**src/rtl/ustcd_pkg.sv**
```systemverilog
`default_nettype none

package ustcd_pkg;

   // Pipeline depth: time split, calendar date, output register
   localparam int SPLIT_STAGES = 5;
   localparam int DATE_STAGES  = 5;
   localparam int NUM_STAGES   = SPLIT_STAGES + DATE_STAGES + 1;

   localparam logic [3:0] ZONE_RESET = 4'd8;

   localparam int SEC_PER_MIN   = 60;
   localparam int MIN_PER_HOUR  = 60;
   localparam int HOUR_PER_DAY  = 24;
   localparam int SEC_PER_HOUR  = 3600;
   localparam int SEC_PER_DAY   = 86400;
   localparam int MONTHS_PER_YEAR = 12;

   // Reciprocals for truncating division by constants: q = (x * RECIP) >> SHIFT,
   // exact for x below 2**(SHIFT - ceil(log2(divisor))).
   localparam int          SECS_SHIFT = 38;
   localparam logic [32:0] SECS_RECIP =
      33'(((64'd1 << SECS_SHIFT) + 64'd59) / 64'd60);
   localparam int          MINS_SHIFT = 33;
   localparam logic [27:0] MINS_RECIP =
      28'(((64'd1 << MINS_SHIFT) + 64'd59) / 64'd60);
   localparam int          HOURS_SHIFT = 26;
   localparam logic [21:0] HOURS_RECIP =
      22'(((64'd1 << HOURS_SHIFT) + 64'd23) / 64'd24);
   localparam int          QUAD_SHIFT = 29;
   localparam logic [18:0] QUAD_RECIP =
      19'(((64'd1 << QUAD_SHIFT) + 64'd1460) / 64'd1461);
   localparam int          MON_SHIFT = 20;
   localparam logic [12:0] MON_RECIP =
      13'(((64'd1 << MON_SHIFT) + 64'd152) / 64'd153);

   // Julian day number constants
   localparam logic [21:0] JDN_SHIFT     = 22'd2472632;
   localparam int          ERA_DAYS      = 146097;
   localparam int          QUAD_DAYS     = 1461;
   localparam int          YEAR_BASE     = 6700;
   localparam int          CENTURY_YEARS = 100;
   localparam int          CENTURY_FIRST = YEAR_BASE / CENTURY_YEARS;
   localparam logic [21:0] CENT_START0   = 22'(CENTURY_FIRST * ERA_DAYS / 4);
   localparam logic [21:0] CENT_START1   = 22'((CENTURY_FIRST + 1) * ERA_DAYS / 4);
   localparam logic [21:0] CENT_START2   = 22'((CENTURY_FIRST + 2) * ERA_DAYS / 4);
   localparam logic [3:0]  MONTH_WRAP    = 4'd10;

   typedef struct packed {
      logic [5:0] sec;
      logic [5:0] min;
      logic [4:0] hour;
   } tod_type;

   typedef struct packed {
      tod_type     tod;
      logic [21:0] day_num;
   } split_type;

   typedef struct packed {
      tod_type     tod;
      logic [7:0]  year;
      logic [3:0]  mon;
      logic [4:0]  day_m1;
      logic [16:0] day_sec;
   } date_type;

   // First day of shifted month m (March is zero): (153 * m + 2) / 5
   function automatic logic [8:0] month_start(input logic [3:0] m);
      logic [8:0] r;
      unique case (m)
         4'd0:    r = 9'd0;
         4'd1:    r = 9'd31;
         4'd2:    r = 9'd61;
         4'd3:    r = 9'd92;
         4'd4:    r = 9'd122;
         4'd5:    r = 9'd153;
         4'd6:    r = 9'd184;
         4'd7:    r = 9'd214;
         4'd8:    r = 9'd245;
         4'd9:    r = 9'd275;
         4'd10:   r = 9'd306;
         4'd11:   r = 9'd337;
         default: r = 9'd0;
      endcase
      return r;
   endfunction

endpackage

`default_nettype wire

```
**src/rtl/ustcd_time_split.sv**
```systemverilog
`default_nettype none

module ustcd_time_split
   import ustcd_pkg::*;
(
   input  wire logic                    clock,
   input  wire logic [SPLIT_STAGES-1:0] advance,
   input  wire logic [31:0]             unix_seconds,
   input  wire logic [3:0]              zone_offset,
   output split_type                    result
);

   logic [31:0] t1_ff;
   logic [26:0] mins1_ff, mins1_in;
   logic [64:0] mins_prod;

   logic [26:0] mins2_ff;
   logic [5:0]  sec2_ff, sec2_in;
   logic [20:0] hrs2_ff, hrs2_in;
   logic [31:0] sec_full;
   logic [54:0] hrs_prod;

   logic [5:0]  sec3_ff, min3_ff, min3_in;
   logic [20:0] hours3_ff, hours3_in;
   logic [26:0] min_full;

   logic [5:0]  sec4_ff, min4_ff;
   logic [20:0] hours4_ff;
   logic [15:0] days4_ff, days4_in;
   logic [42:0] days_prod;

   logic [20:0] hour_full;
   split_type   result_ff, result_in;

   always_comb begin
      mins_prod = 65'(unix_seconds) * 65'(SECS_RECIP);
      mins1_in  = mins_prod[SECS_SHIFT +: 27];

      sec_full  = t1_ff - 32'(mins1_ff) * 32'(SEC_PER_MIN);
      sec2_in   = sec_full[5:0];
      hrs_prod  = 55'(mins1_ff) * 55'(MINS_RECIP);
      hrs2_in   = hrs_prod[MINS_SHIFT +: 21];

      min_full  = mins2_ff - 27'(hrs2_ff) * 27'(MIN_PER_HOUR);
      min3_in   = min_full[5:0];
      hours3_in = hrs2_ff + 21'(zone_offset);

      days_prod = 43'(hours3_ff) * 43'(HOURS_RECIP);
      days4_in  = days_prod[HOURS_SHIFT +: 16];

      hour_full = hours4_ff - 21'(days4_ff) * 21'(HOUR_PER_DAY);
      result_in.tod.sec  = sec4_ff;
      result_in.tod.min  = min4_ff;
      result_in.tod.hour = hour_full[4:0];
      result_in.day_num  = 22'(days4_ff) + JDN_SHIFT;
   end

   always_ff @(posedge clock) begin
      if (advance[0]) begin
         t1_ff    <= unix_seconds;
         mins1_ff <= mins1_in;
      end
      if (advance[1]) begin
         mins2_ff <= mins1_ff;
         sec2_ff  <= sec2_in;
         hrs2_ff  <= hrs2_in;
      end
      if (advance[2]) begin
         sec3_ff   <= sec2_ff;
         min3_ff   <= min3_in;
         hours3_ff <= hours3_in;
      end
      if (advance[3]) begin
         sec4_ff   <= sec3_ff;
         min4_ff   <= min3_ff;
         hours4_ff <= hours3_ff;
         days4_ff  <= days4_in;
      end
      if (advance[4]) begin
         result_ff <= result_in;
      end
   end

   assign result = result_ff;

endmodule

`default_nettype wire

```
**src/rtl/ustcd_jdn_date.sv**
```systemverilog
`default_nettype none

module ustcd_jdn_date
   import ustcd_pkg::*;
(
   input  wire logic                   clock,
   input  wire logic [DATE_STAGES-1:0] advance,
   input  wire split_type              in_item,
   output date_type                    result
);

   tod_type     tod6_ff, tod7_ff, tod8_ff, tod9_ff;
   logic [1:0]  bi6_ff, bi6_in, bi7_ff, bi8_ff, bi9_ff;
   logic [15:0] c6_ff, c6_in, c7_ff;
   logic [21:0] cent_start, c_full;
   logic [6:0]  d7_ff, d7_in, d8_ff, d9_ff;
   logic [36:0] quad_prod;
   logic [8:0]  e8_ff, e8_in, e9_ff;
   logic [17:0] quad_days, e_full;
   logic [11:0] mon_num;
   logic [24:0] mon_prod;
   logic [3:0]  m9_ff, m9_in;
   logic        wrap;
   logic [8:0]  year_full, day_m1_full;
   date_type    result_ff, result_in;

   always_comb begin
      // Pick the century: at most two steps above the first one in range
      if (in_item.day_num >= CENT_START2) begin
         bi6_in     = 2'd2;
         cent_start = CENT_START2;
      end else if (in_item.day_num >= CENT_START1) begin
         bi6_in     = 2'd1;
         cent_start = CENT_START1;
      end else begin
         bi6_in     = 2'd0;
         cent_start = CENT_START0;
      end
      c_full = in_item.day_num - cent_start;
      c6_in  = c_full[15:0];

      quad_prod = 37'({c6_ff, 2'b11}) * 37'(QUAD_RECIP);
      d7_in     = quad_prod[QUAD_SHIFT +: 7];

      quad_days = 18'(d7_ff) * 18'(QUAD_DAYS);
      e_full    = 18'(c7_ff) - (quad_days >> 2);
      e8_in     = e_full[8:0];

      mon_num  = 12'(e8_ff) * 12'd5 + 12'd2;
      mon_prod = 25'(mon_num) * 25'(MON_RECIP);
      m9_in    = mon_prod[MON_SHIFT +: 4];

      wrap        = (m9_ff >= MONTH_WRAP);
      year_full   = 9'(bi9_ff) * 9'(CENTURY_YEARS) + 9'(d9_ff) + 9'(wrap);
      day_m1_full = e9_ff - month_start(m9_ff);
      result_in.tod     = tod9_ff;
      result_in.year    = year_full[7:0];
      result_in.mon     = wrap ? (m9_ff - MONTH_WRAP) : (m9_ff + 4'd2);
      result_in.day_m1  = day_m1_full[4:0];
      result_in.day_sec = 17'(tod9_ff.hour) * 17'(SEC_PER_HOUR)
                        + 17'(tod9_ff.min) * 17'(SEC_PER_MIN)
                        + 17'(tod9_ff.sec);
   end

   always_ff @(posedge clock) begin
      if (advance[0]) begin
         tod6_ff <= in_item.tod;
         bi6_ff  <= bi6_in;
         c6_ff   <= c6_in;
      end
      if (advance[1]) begin
         tod7_ff <= tod6_ff;
         bi7_ff  <= bi6_ff;
         c7_ff   <= c6_ff;
         d7_ff   <= d7_in;
      end
      if (advance[2]) begin
         tod8_ff <= tod7_ff;
         bi8_ff  <= bi7_ff;
         d8_ff   <= d7_ff;
         e8_ff   <= e8_in;
      end
      if (advance[3]) begin
         tod9_ff <= tod8_ff;
         bi9_ff  <= bi8_ff;
         d9_ff   <= d8_ff;
         e9_ff   <= e8_ff;
         m9_ff   <= m9_in;
      end
      if (advance[4]) begin
         result_ff <= result_in;
      end
   end

   assign result = result_ff;

endmodule

`default_nettype wire

```
**src/rtl/unix_seconds_to_civil_date_core.sv**
```systemverilog
// Unix seconds to local civil date and time.
//
// Request channel: req_valid / req_stall carry req_unix_seconds. An item is
// taken on a rising edge with req_valid high and req_stall low.
// Response channel: rsp_valid / rsp_stall carry the broken-down local time,
// the seconds into the day and the seconds into the month; one response
// per request, in order.
// Config channel: csr_valid / csr_ready write csr_zone_offset_hours, the
// whole hours added to UTC. csr_ready is always high. Write only while idle.
//
// Register stages: 11, five for the time split, five for the date and one
// output stage. Throughput: one item per cycle while req_stall is low.
// Reset (synchronous, active high) empties the pipeline and sets the offset
// to 8 hours. While rsp_stall holds a response, younger items keep moving
// into empty stages; req_stall rises only once every stage is occupied.
`default_nettype none

module unix_seconds_to_civil_date_core
   import ustcd_pkg::*;
(
   input  wire logic        clock,
   input  wire logic        reset,

   input  wire logic        req_valid,
   output logic             req_stall,
   input  wire logic [31:0] req_unix_seconds,

   output logic             rsp_valid,
   input  wire logic        rsp_stall,
   output logic [7:0]       rsp_years_since_1900,
   output logic [3:0]       rsp_month_index,
   output logic [4:0]       rsp_day_of_month,
   output logic [4:0]       rsp_hour_of_day,
   output logic [5:0]       rsp_minute_of_hour,
   output logic [5:0]       rsp_second_of_minute,
   output logic [16:0]      rsp_seconds_into_day,
   output logic [21:0]      rsp_seconds_into_month,

   input  wire logic        csr_valid,
   output logic             csr_ready,
   input  wire logic [3:0]  csr_zone_offset_hours
);

   logic [NUM_STAGES-1:0] valid_ff, valid_in;
   logic [NUM_STAGES-1:0] advance;
   logic [3:0]            zone_ff;
   split_type             split_item;
   date_type              date_item;

   logic [7:0]  year_ff;
   logic [3:0]  mon_ff;
   logic [4:0]  mday_ff;
   logic [4:0]  hour_ff;
   logic [5:0]  min_ff, sec_ff;
   logic [16:0] daysec_ff;
   logic [21:0] monsec_ff, monsec_in;

   // A stage may load when rsp_stall is low or when it or any stage after it holds a bubble
   always_comb begin
      for (int i = 0; i < NUM_STAGES; i++) begin
         advance[i] = !rsp_stall
                    || !(&(valid_ff | NUM_STAGES'((64'd1 << i) - 64'd1)));
      end
      for (int i = 0; i < NUM_STAGES; i++) begin
         if (i == 0) begin
            valid_in[i] = advance[i] ? req_valid : valid_ff[i];
         end else begin
            valid_in[i] = advance[i] ? valid_ff[i-1] : valid_ff[i];
         end
      end
      monsec_in = 22'(date_item.day_m1) * 22'(SEC_PER_DAY) + 22'(date_item.day_sec);
   end

   always_ff @(posedge clock) begin
      if (reset) begin
         valid_ff <= '0;
         zone_ff  <= ZONE_RESET;
      end else begin
         valid_ff <= valid_in;
         if (csr_valid) begin
            zone_ff <= csr_zone_offset_hours;
         end
      end
   end

   ustcd_time_split u_split (
      .clock        (clock),
      .advance      (advance[SPLIT_STAGES-1:0]),
      .unix_seconds (req_unix_seconds),
      .zone_offset  (zone_ff),
      .result       (split_item)
   );

   ustcd_jdn_date u_date (
      .clock   (clock),
      .advance (advance[SPLIT_STAGES +: DATE_STAGES]),
      .in_item (split_item),
      .result  (date_item)
   );

   always_ff @(posedge clock) begin
      if (advance[NUM_STAGES-1]) begin
         year_ff   <= date_item.year;
         mon_ff    <= date_item.mon;
         mday_ff   <= date_item.day_m1 + 5'd1;
         hour_ff   <= date_item.tod.hour;
         min_ff    <= date_item.tod.min;
         sec_ff    <= date_item.tod.sec;
         daysec_ff <= date_item.day_sec;
         monsec_ff <= monsec_in;
      end
   end

   assign req_stall              = !advance[0];
   assign csr_ready              = 1'b1;
   assign rsp_valid              = valid_ff[NUM_STAGES-1];
   assign rsp_years_since_1900   = year_ff;
   assign rsp_month_index        = mon_ff;
   assign rsp_day_of_month       = mday_ff;
   assign rsp_hour_of_day        = hour_ff;
   assign rsp_minute_of_hour     = min_ff;
   assign rsp_second_of_minute   = sec_ff;
   assign rsp_seconds_into_day   = daysec_ff;
   assign rsp_seconds_into_month = monsec_ff;

`ifndef NO_ASSERTIONS
   a_month_range: assert property (@(posedge clock) disable iff (reset)
      rsp_valid |-> (rsp_month_index < 4'(MONTHS_PER_YEAR)) && (rsp_day_of_month != 5'd0))
      else $error("month or day out of range");

   a_day_seconds: assert property (@(posedge clock) disable iff (reset)
      rsp_valid |-> rsp_seconds_into_day == 17'(rsp_hour_of_day) * 17'(SEC_PER_HOUR)
                    + 17'(rsp_minute_of_hour) * 17'(SEC_PER_MIN)
                    + 17'(rsp_second_of_minute))
      else $error("seconds into day disagree with hour, minute and second");

   a_month_seconds: assert property (@(posedge clock) disable iff (reset)
      rsp_valid |-> rsp_seconds_into_month
                    == 22'(rsp_day_of_month - 5'd1) * 22'(SEC_PER_DAY)
                    + 22'(rsp_seconds_into_day))
      else $error("seconds into month disagree with day of month");
`endif

endmodule

`default_nettype wire

```
**config.mk**
```make
export PLATFORM = sky130hd
export DESIGN_NAME = unix_seconds_to_civil_date_core
export DESIGN_NICKNAME = d
export VERILOG_FILES = /design/src/rtl/ustcd_pkg.sv /design/src/rtl/ustcd_time_split.sv /design/src/rtl/ustcd_jdn_date.sv /design/src/rtl/unix_seconds_to_civil_date_core.sv
export SDC_FILE = /design/constraint.sdc
export NUM_CORES = 2
export LEC_CHECK = 0
export BUFFER_PORTS_ARGS = -buffer_cell sky130_fd_sc_hd__buf_4
export CAP_MARGIN = 20
export CELL_PAD_IN_SITES_DETAIL_PLACEMENT = 1
export CELL_PAD_IN_SITES_GLOBAL_PLACEMENT = 1
export CORE_MARGIN = 5
export CORE_UTILIZATION = 25
export CTS_CLUSTER_DIAMETER = 40
export DETAILED_ROUTE_END_ITERATION = 6
export PLACE_DENSITY = 0.55
export SETUP_SLACK_MARGIN = 0.4
export SLEW_MARGIN = 40
export SYNTH_ARGS = -nofsm -noshare
export SYNTH_HDL_FRONTEND = slang
export SYNTH_SLANG_ARGS = --single-unit
```
**constraint.sdc**
```tcl
create_clock -name clock -period 9.5 [get_ports clock]
set_input_delay 0.475 -clock clock [delete_from_list [all_inputs] [get_ports clock]]
set_output_delay 0.475 -clock clock [all_outputs]
set_load 0.1 [all_outputs]
```
# == Word-level counts from Yosys, hierarchy flattened ==
# Memory sizes are Yosys's and may differ from the RTL's. A register that Yosys moved wholly into a read port is not among the register bits.
# Cells that the tools add are included.
# word_totals
regBits,450
in_bits,41
n_memories,1
out_inout_bits,76
wordCells,141
mem_bits_ro,144
# op_classes
n_reduce_logical,34
order_cmp,3
mux,5
addsub,17
multipliers,14
# mem_list
memory,depth,word_bits,read_ports,rd_ports_with_merged_regs,wr,line_no,source
(name not given),16,9,1,1,0,ustcd_pkg.sv:71,unique case (m)
# op_table
op,n
multiplier 32 x 32 -> 64 bit (second input constant),1
multiplier 27 x 28 -> 54 bit (second input constant),1
>= comparator 22 bit (second input constant),2
multiplier 21 x 22 -> 42 bit (second input constant),1
multiplier 18 x 19 -> 36 bit (second input constant),1
2-to-1 mux 16 bit,2
multiplier 27 x 4 -> 4 bit (second input constant),1
multiplier 12 x 12 -> 23 bit (second input constant),1
adder 16 x 22 -> 22 bit (second input constant),1
adder 22 x 17 -> 22 bit,1
adder 21 x 4 -> 21 bit,1
multiplier 21 x 4 -> 4 bit (second input constant),1
adder 17 x 12 -> 17 bit,1
adder 17 x 6 -> 17 bit,1
multiplier 16 x 2 -> 2 bit (second input constant),1
subtractor 16 bit,1
multiplier 5 x 10 -> 15 bit (second input constant),1
logical NOT 1 bit,13
multiplier 5 x 8 -> 13 bit (second input constant),1
adder 12 x 2 -> 12 bit (second input constant),1
multiplier 9 x 3 -> 12 bit (second input constant),1
subtractor 6 bit,2
logical OR 1 bit,11
multiplier 7 x 11 -> 11 bit (second input constant),1
22 further kinds,24

# == Logic depth before layout (Yosys ltp) ==
# logic_depth
depth_word,4
ltp_mapped,40
depth_no_buf,40

# == Hierarchy ==
# From an unflattened synthesis, not the netlist that was laid out.
# hier_totals
hier_cells,4401
area_unflattened_um2,49442.4
# modules_own_cells
module,n_inst,area_each_um2,seq_area_each_um2,cells_per_inst
ustcd_time_split,1,27945.6,5014.8,2614
ustcd_jdn_date,1,17705.7,5775.5,1499
unix_seconds_to_civil_date_core,1,3791.1,2282.2,288

# == Worst setup path before layout ==
# Ideal clock, no wire load.
# synth_path
path_kind,register to register
from,reg u_date.e8_ff[1]
to,reg with a tool-made name
period_less_slack_ns,7.369
path_buffers,0
t_required_ns,9.379
path_stages_with_launch,37
arrival_time_ns,7.249
setup_ns,0.121
setup_slack_ns,2.131
path_cell_list,edfxtp_1 > ha_1 > ha_1 > a31oi_1 > inv_1 > a21oi_1 > nor2b_1 > o21a_1 > o21ai_1 > a21boi_0 > o21a_1 > nor2_1 > xnor2_1 > ha_1 > inv_1 > fa_1 > inv_1 > fa_1 > fa_1 > ha_1 > ha_1 > a21o_1 > a211oi_1 > nand2_1 > a21oi_1 > inv_1 > a21oi_1 > nand2b_1 > a21oi_1 > a21oi_1 > inv_1 > ha_1 > o2111ai_1 > o21ai_0 > a21oi_1 > o21ai_0 > mux2_2
# synth_lines
element,line_no,source
"start, declared",ustcd_jdn_date.sv:18,"logic [8:0] e8_ff, e8_in, e9_ff;"
"start signal, assigned",ustcd_jdn_date.sv:81,e8_ff <= e8_in;

==> results by group <==
Run status
  • Status: completed

Clock tree
  • Post-CTS Setup Bufs: 0
  • H-tree depth: 3
  • Clock Latency Late Sink: 0.66 ns
  • PostCTS Resize Cnt: 0
  • Clk pin slew, worst setup/hold paths: 0.05 ns
  • Root Buffer: clkbuf_16
  • Post-CTS Hold Fix Bufs: 3
  • CTS Buffer Depth: 3
  • Clock sinks: 440
  • CTS tree: done
  • Cts bufs inserted: 77

Setup path
  • WS Path Type: flip-flop to flip-flop
  • Slowest stage delay, CP: 0.50 ns
  • FF-to-FF Start: u_date.e8_ff[1]
  • Crit path arrival time: 8.92 ns
  • Worst EP required: 10.04 ns
  • Register-to-Register Path Depth: 36
  • Critical Path Sink Type: flip-flop
  • Slowest cell on crit path: fa_1
  • R2R setup slack: 1.12 ns
  • Crit Path Max Fanout: 6
  • Startpoint types: flip-flop

STA
  • Clk_skew: 0.0379 ns
  • Fin Setup TNS: 0 ns
  • Slew @ Worst Pin: 0.761 ns
  • Unrepaired setup endpoints after global routing: false
  • # setup viols final: 0
  • Fin crit share: 0.882
  • Relative slew slack: 0.489
  • Tmin final: 8.38 ns
  • Max Clock Freq: 119 MHz
  • Hold Vio Cnt, Final: 0
  • Max Transition Viols Final: 0

Floorplanning
  • Initial Utilization: 0.251
  • Die Y: 447 um
  • I/O Pins: 117
  • Die width: 447 um
  • Core area: 0.190 mm^2
  • Die area: 0.200 mm^2
  • # rows: 160

Logic synthesis
  • Syn Nets: 5766
  • Synth warnings: 0
  • Post-synthesis sequential area ratio: 0.272
  • EDFF count, synth: 420
  • Avg Inst Size Synth: 11.5 um^2
  • Cell variety after synth: 73
  • Cell Area, Synth: 0.0478 mm^2
  • Synth Instances: 4151
  • FF+latch count, synth: 440
  • Top FF cell, synth: edfxtp_1
  • Post-synth ARST share: 0

Worst hold path
  • Worst hold path stage count: 3
  • Hold Path Origin: csr_zone_offset_hours[2]
  • Min-Delay Path Class: input port to flip-flop
  • WHS Endpoint: zone_ff[2]

Route
  • Drt pass-1 iters: 5
  • Avg WL per Cell: 16.3 um
  • M1 wire length: 50.6 mm
  • Max Used Layer: met4
  • Final ANT Viol Nets: 0
  • Total Routed Length: 113 mm
  • Vias: 28700
  • Via density per instance: 4.14
  • DR iter-0 viols: 724
  • Met2 routed WL: 57.0 mm
  • Post-route DRC: 0
  • WL met3: 2.98 mm

Layout
  • # nets final: 5958
  • Area Overhead vs Synth: 14.2%
  • Share of post-route cells with drive strength above 1: 0.0628

Global routing
  • Global-route wire length before repair: 182 mm
  • GRT Total Usage: 0.117
  • Vias in the first global route: 33000
  • Initial antenna violation count: 3
  • Largest net degree at the start of global routing: 65
  • GRT overflow: 0

Placed design
  • Dpl hpwl: 97.2 mm
  • Buffers on Ports: 115
  • Routability congestion estimate: 0.814

Flow run
  • Max-Cap Viols: 0
==> layout by cell type (no fill, tap or decap), drive strengths merged, types with 70 or more instances in the layout <==
master	count
clkbuf	94
nand2	70
edfxtp	420
a21oi	146
inv	1085
nor2	113
buf	126
xnor2	174
fa	559
ha	1015
==> sequential cells by signal, indices dropped and copies added (netlist names), 17 cells and up, named ones only <==
register and cells:
u_split.hours3_ff 21, u_date.tod7_ff 17, u_date.result_in 17, u_split.mins1_ff 27
u_date.tod8_ff 17, u_date.result 49, u_date.tod6_ff 17, u_split.result 35
u_split.hrs2_ff 21
==> stage by stage <==
stage | cell area, um^2 | util | worst slack, ns | hold slack (ns) | std cells
3_3_place_gp | 51800 | 0.272 | 1.36 | 0.401 | 6770
6_report | 54600 | 0.287 | 1.12 | 0.0774 | 6921
3_5_place_dp | 51900 | 0.273 | 1.10 | 0.405 | 6772
2_1_floorplan | 47800 | - | 2.13 | 0.400 | 4151
4_1_cts | 54600 | 0.287 | 1.05 | 0.000951 | 6919
5_1_grt | 54600 | 0.287 | 0.527 | 0.0335 | 6920
==> worst max-delay path by stage <==
stage / to / start / slack [ns] / cells after the start
final: flip-flop / u_date.e8_ff[1] / 1.12 / 36
after CTS: flip-flop / u_date.e8_ff[1] / 1.05 / 36
after detailed placement: flip-flop / u_date.e8_ff[1] / 1.10 / 36
after global routing: flip-flop / u_date.e8_ff[1] / 0.53 / 36
after floorplan: flip-flop / u_date.e8_ff[1] / 2.13 / 36
after global placement: flip-flop / u_date.e8_ff[1] / 1.36 / 36
==> synth_stat cells (6+ instances only) <==
| cell | number | area, um^2 |
|---|---|---|
| a211oi_1 | 14 | 105 |
| a21boi_0 | 6 | 45.0 |
| a21o_1 | 69 | 518 |
| a21oi_1 | 144 | 721 |
| a31oi_1 | 12 | 75.1 |
| and2_1 | 12 | 75.1 |
| and3_1 | 8 | 50.1 |
| buf_4 | 10 | 75.1 |
| clkbuf_1 | 6 | 22.5 |
| dfxtp_1 | 20 | 400 |
| edfxtp_1 | 420 | 12600 |
| fa_1 | 559 | 11200 |
| ha_1 | 1015 | 12700 |
| inv_1 | 1076 | 4040 |
| mux2i_1 | 8 | 80.1 |
| nand2_1 | 70 | 263 |
| nand2b_1 | 20 | 125 |
| nand3_1 | 36 | 180 |
| nand4_1 | 29 | 181 |
| nor2_1 | 112 | 420 |
| nor2b_1 | 29 | 181 |
| nor3_1 | 25 | 125 |
| o211ai_1 | 12 | 90.1 |
| o21a_1 | 27 | 203 |
| o21ai_0 | 63 | 315 |
| o21bai_1 | 27 | 203 |
| or2_2 | 7 | 43.8 |
| xnor2_1 | 174 | 1520 |
| xor2_1 | 59 | 517 |
==> area by class of cell <==
cell class	instances	area, um^2
fillers	21100	136000
multi-input cells	2618	30700
clock inverters	50	689
repair buffers	129	987
inverters	1077	4040
diodes	2	5.00
well taps	2511	3140
clock buffers	94	2010
flip-flops and latches	440	13000
==> metal layers <==
layer	global-route usage	vias up
met3	0.0171	106
met2	0.208	234
met1	0.149	14300
li1	-	14000
met4	0.0266	0
met5	0	-
==> cell families (layout without fill, tap and decap cells) <==
group | count (synthesis) | in the layout | synth area share
AOI/OAI and AO/OA | 433 | 433 | 0.0591
xor gates and xnor gates | 233 | 233 | 0.0427
adders and majority gates | 1574 | 1574 | 0.500
buffers and inverters | 1093 | 1350 | 0.0866
DFF | 440 | 440 | 0.272
muxes | 10 | 10 | 0.00215
other | 1 | 3 | 0.0000785
and+or+nand+nor | 367 | 367 | 0.0374
==> critical path: cells and delay by family, from the launching register on <==
kind	cells	cell delay (ns)
simple gates	4	0.54
mux	1	0.29
compound gates	16	3.02
buf+inv	5	0.38
xor+xnor	1	0.18
fa+ha+maj	9	3.34
flops	1	0.49
Power is left out: the tool's default activity adds up to more than one toggle a clock period on the data nets, which glitch-free logic cannot reach.
